`src/bth_pkg.sv`:
```
`timescale 1ns / 1ps

package bth_pkg;

   // Table depth is a power of two so the home slot is a plain bit field.
   localparam int unsigned SLOT_BITS    = 10;
   localparam int unsigned TABLE_DEPTH  = 1 << SLOT_BITS;
   localparam int unsigned HASH_SHIFT   = 4;
   localparam int unsigned ADDRESS_BITS = 32;
   localparam int unsigned SIZE_BITS    = 32;
   localparam int unsigned SEQ_BITS     = 32;

   typedef logic [SLOT_BITS-1:0]    slot_type;
   typedef logic [ADDRESS_BITS-1:0] addr_type;
   typedef logic [SIZE_BITS-1:0]    size_type;
   typedef logic [SEQ_BITS-1:0]     seq_type;

   typedef enum logic {
      KIND_RECORD  = 1'b0,
      KIND_RELEASE = 1'b1
   } kind_type;

   typedef enum logic [2:0] {
      ST_OK           = 3'd0,
      ST_NULL_ALLOC   = 3'd1,
      ST_FULL         = 3'd2,
      ST_NOT_FOUND    = 3'd3,
      ST_NULL_RELEASE = 3'd4
   } status_type;

   typedef struct packed {
      kind_type kind;
      addr_type address;
      size_type size;
   } req_type;

   typedef struct packed {
      status_type status;
      slot_type   slot;
      seq_type    sequence_res;
      size_type   block_size;
   } rsp_type;

   typedef enum logic [1:0] {
      FSM_CLEAR = 2'd0,
      FSM_IDLE  = 2'd1,
      FSM_PROBE = 2'd2
   } state_type;

   typedef struct packed {
      logic clear;   // write zero to the slot under the sweep index
      logic accept;  // latch request, start read at home slot
      logic probe;   // compare one slot, advance
      logic commit;  // match found: update slot, send response
      logic fail;    // whole table probed, no match
   } ctl_cmd_type;

   typedef struct packed {
      logic clr_last;
      logic addr_null;
      logic match;
      logic exhausted;
   } dp_status_type;

endpackage

```
`src/bth_ctrl.sv`:
```
`timescale 1ns / 1ps

module bth_ctrl (
   input  logic                   clock,
   input  logic                   reset,
   input  logic                   start,
   input  bth_pkg::dp_status_type dp_status,
   output logic                   busy,
   output bth_pkg::ctl_cmd_type   cmd
);

   bth_pkg::state_type state_ff;
   bth_pkg::state_type state_in;

   always_comb begin
      state_in = state_ff;
      unique case (state_ff)
         bth_pkg::FSM_CLEAR: begin
            if (dp_status.clr_last) state_in = bth_pkg::FSM_IDLE;
         end
         bth_pkg::FSM_IDLE: begin
            if (start && !dp_status.addr_null) state_in = bth_pkg::FSM_PROBE;
         end
         bth_pkg::FSM_PROBE: begin
            if (dp_status.match || dp_status.exhausted) state_in = bth_pkg::FSM_IDLE;
         end
         default: state_in = bth_pkg::FSM_IDLE;
      endcase
   end

   always_comb begin
      cmd  = '0;
      busy = 1'b1;
      unique case (state_ff)
         bth_pkg::FSM_CLEAR: begin
            cmd.clear = 1'b1;
         end
         bth_pkg::FSM_IDLE: begin
            busy       = 1'b0;
            cmd.accept = start;
         end
         bth_pkg::FSM_PROBE: begin
            cmd.probe  = 1'b1;
            cmd.commit = dp_status.match;
            cmd.fail   = !dp_status.match && dp_status.exhausted;
         end
         default: begin
            busy = 1'b1;
         end
      endcase
   end

   always_ff @(posedge clock) begin
      if (reset) begin
         state_ff <= bth_pkg::FSM_CLEAR;
      end else begin
         state_ff <= state_in;
      end
   end

endmodule

```
`config.mk`:
```
export PLATFORM = sky130hd
export DESIGN_NAME = bth_ctrl
export DESIGN_NICKNAME = d
export VERILOG_FILES = /design/src/bth_pkg.sv /design/src/bth_ctrl.sv
export SDC_FILE = /design/constraint.sdc
export NUM_CORES = 1
export LEC_CHECK = 0
export BUFFER_PORTS_ARGS = -buffer_cell sky130_fd_sc_hd__buf_2
export CORE_AREA = 2 2 39 41
export DETAILED_ROUTE_END_ITERATION = 7
export DIE_AREA = 0 0 41 43
export GPL_TIMING_DRIVEN = 0
export SLEW_MARGIN = 20
export SYNTH_ARGS = -nofsm -noshare
export SYNTH_HDL_FRONTEND = slang
export SYNTH_SLANG_ARGS = --single-unit
```
`constraint.sdc`:
```
create_clock -name clock -period 1.15 [get_ports clock]
set_input_delay 0.0575 -clock clock [delete_from_list [all_inputs] [get_ports clock]]
set_output_delay 0.0575 -clock clock [all_outputs]
set_load 0.02 [all_outputs]
```
# Word-level counts from Yosys, hierarchy flattened

Index checks and enable logic that the tools add are counted.

Output and inout port bits: 6
Logic and storage cells: 21
Bits in registers: 2
Bits of input ports: 7

Eq/ne operators: 5
Reductions and logical operators: 7
Multiplexer cells: 8

Operators by type and width:

| cell                 | number |
|---|---|
| $mux W2              | 3 |
| $ne A2 B2 Y1 const B | 3 |
| $pmux W2 S3          | 1 |
| $mux W1              | 3 |
| $mux W3              | 1 |
| $reduce_and A3 Y1    | 1 |
| $eq A2 B1 Y1 const B | 1 |
| $eq A2 B2 Y1 const B | 1 |
| $logic_and A1 B1 Y1  | 2 |
| $logic_not A1 Y1     | 2 |
| $logic_not A2 Y1     | 1 |
| $logic_or A1 B1 Y1   | 1 |

# Longest topological paths before layout

Depth after elaboration: 4
Gate-level depth with buffers: 2
Depth with buffers taken out: 2

# Least setup slack after synthesis

OpenSTA, ideal clock, no wires.

Path type: register -> output
Start point: register state_ff[1]
End point: output cmd[0] (netlist name)
Setup slack: 0.070 ns
Path buffers: 0
Stages on the path, launching flop included: 3
Arrival time: 1.022 ns
Data required time: 1.092 ns
Cell sequence: dfxtp_1 -> nor2b_2 -> and3b_1

RTL lines:

| element                | line           | text |
|---|---|---|
| start, declared        | bth_ctrl.sv:12 | `bth_pkg::state_type state_ff;` |
| start signal, assigned | bth_ctrl.sv:55 | `state_ff <= bth_pkg::FSM_CLEAR;` |
| start signal, assigned | bth_ctrl.sv:57 | `state_ff <= state_in;` |
| end, declared          | bth_ctrl.sv:9  | `output bth_pkg::ctl_cmd_type cmd` |

==> run summary <==
run status: finished, final reports clean
Yosys top cell area share: 28.1%
Ports: 13
Post-synth top cells: 2 x dfxtp_1, 2 x nor2_1
Worst Path Max Fanout: 6
DR WL/cell: 8.39 um
HP Start: reset
Hold Worst Slack: 0.00686 ns
Final HPWL DP: 286 um
Via-to-Cell Ratio: 3.46
DRT Pass-1 Iters: 3
Num CTS Buffers: 3
reg-to-reg startpoint: state_ff[1]
DRT iter0 DRCs: 3
register area: 45.0 um2
crit end category: output port
placed instance area: 223 um2
PnR Total Power: 294 uW
Synth Warn #: 0
Vias: 159
final core area utilization: 19.2%
WHS Path Cells: 2
die area: 0.00176 mm2
Area Overhead vs Synth: 86.0%
Leak Pwr: 0.136 nW
Mapped Area: 143 um2
max reg flops: 2
final worst slack: 0.0850 ns
Setup-failing EPs final: 0
hold path endpoint: state_ff[0]
clock sink total: 2
largest cells by area after synthesis: dfxtp_1 28%, nor4bb_4 18%, nor4b_2 11%
Largest Register: state_ff
I/O Buffers: 12
RR Endpoint: state_ff[1]
Finished Cell Area: 265 um2
cell internal pwr: 217 uW
Yosys reg bits: 2
FF-to-FF path depth: 3
worst slew pin tran: 0.259 ns
Hold/Removal Path Class: input port to flop
largest net degree at the start of global routing: 7
Data required, critical path: 1.09 ns
critical path arrival: 1.01 ns
RSZ-0062 raised after global routing: false
Clock Tree Buf Depth: 2
Post-synth top flop: dfxtp_1
Combinational Power Share: 19.3%
Net Sw Frac: 26.4%
Clock Power Share: 53.1%
residual DRC count: 0
CTS tree: built
vias in the first global route: 150
Final Hold Fails: 0
worst path cell trace: nor2b_4 -> and3b_1 -> buf_4
hold buffers post-CTS: 0
antenna cells: 0
fillers: 161
Die Ht: 43 um
root buffer cell: clkbuf_4
H-tree Lvls: 1
Slew headroom: 82.7%
GRT Util Overall: 5.70%
syn avg cell area: 10.2 um2
flop2flop setup slack: 0.14 ns
initial antenna violation count: 0
Max Transition Viols Final: 0
remaining global-route overflow: 0
largest registers: state_ff: 2 flops
core area: 0.00138 mm2
area of the multi-input gates: 104 um2
die outline width: 41 um
proportion of power drawn by flip-flops and latches: 27.6%
initial core utilization: 10.3%
CP max stage delay: 0.36 ns
post-route ant nets: 0
setup TNS: 0 ns
Switch Pwr: 77.6 uW
Final min period: 1.07 ns
Critical-path top delay cell: dfxtp_4
MaxCap Viol Count: 0
row cnt: 14
number of distinct library cells after synthesis: 12
cell count after placement: 42
Final nets: 39
cell taking the most area after synthesis: dfxtp_1
non-filler cells in the finished layout: 46
Post-synth EDFFs: 0
Setup Skew: 0.00393 ns
clk_lat worst skew: 0.22 ns
Tcrit/Tclk final: 92.6%
Worst-path clk slew: 0.03 ns
first-pass GRT wire length: 538 um
highest ir drop seen on vdd: 192 uV
f_max: 939 MHz
CP Launch Type: flop
Mapped Nets: 21
share of post-route cells with drive strength above 1: 70.0%
WS Path Type: flop to output port
pre-CTS WS: 0.150 ns
Final Wtd Congestion: 0.497
final wirelength: 386 um
ys async rst share: 0%
Synth Instances: 14
post-synthesis sequential area ratio: 28.1%
pwr/cell area: 1110 mW/mm2
[power groups by stage]
stage | logic, mW | registers, mW | clock network [mW]
global placement | 0.0547 | 0.0821 | 0
floorplan | 0.0315 | 0.0806 | 0
CTS | 0.0550 | 0.0802 | 0.169
finish | 0.0568 | 0.0813 | 0.156
detailed placement | 0.0549 | 0.0828 | 0
global route | 0.0626 | 0.0821 | 0.175
[how the worst max path moves through the flow]
stage | startpoint | depth (start not counted) | to
2_1_floorplan | state_ff[1] | 2 | cmd[0]
3_3_place_gp | state_ff[1] | 3 | cmd[0]
3_5_place_dp | state_ff[1] | 3 | cmd[0]
4_1_cts | state_ff[1] | 3 | cmd[0]
5_1_grt | state_ff[1] | 3 | cmd[0]
6_report | state_ff[1] | 3 | cmd[0]
[layer usage]
metal	GRT usage (%)	routed length [um]	up-vias	share of wire, %
li1	-	-	83	-
met1	2.54	113	68	29
met2	7.81	214	8	55
met3	6.28	58	0	15
met4	8.00	0	0	0
met5	0	0	-	0
[kinds of logic after synthesis]
logic type	after synthesis	synth area share [%]
compound gates	1	7.02
buf+inv	1	2.63
flops	2	28.1
simple gates	10	62.3
[worst max-delay path: cells and delay by family (launching register included)]
family                 cells  cell delay, ns
flip-flops                 1            0.36
AND/OR/NAND/NOR            2            0.29
buffers and inverters      1            0.13
[layout make-up]
cell class              instances  area share (%)
clock buffers                   3            8.49
inverters                       1            1.42
multi-input cells              11            39.2
flip-flops and latches          2            17.0
well taps                      16            7.55
repair buffers                 13            26.4
[cell usage in the layout (no fill, tap or decap)]
master    Yosys  routed
nor2_1        2       2
o21ba_1       1       1
nor4_1        1       1
nor2b_4       0       1
dfxtp_2       0       1
inv_1         1       1
buf_4         0       2
and3b_1       1       1
clkbuf_4      0       3
dfxtp_4       0       1
nor4b_2       1       1
nand2b_1      1       1
buf_2         0      11
and2_1        1       1
nor3_1        1       1
nor4bb_4      1       1
[what timing repair did]
action / in CTS / in global routing
pin swaps: 0 / 0
endpoints found under the setup margin: 2 / 3
buffers inserted: 0 / 1
resized for setup: 2 / 3
endpoints found under the hold margin: 0 / 0
No activity file was read; power rests on OpenSTA's default activity.
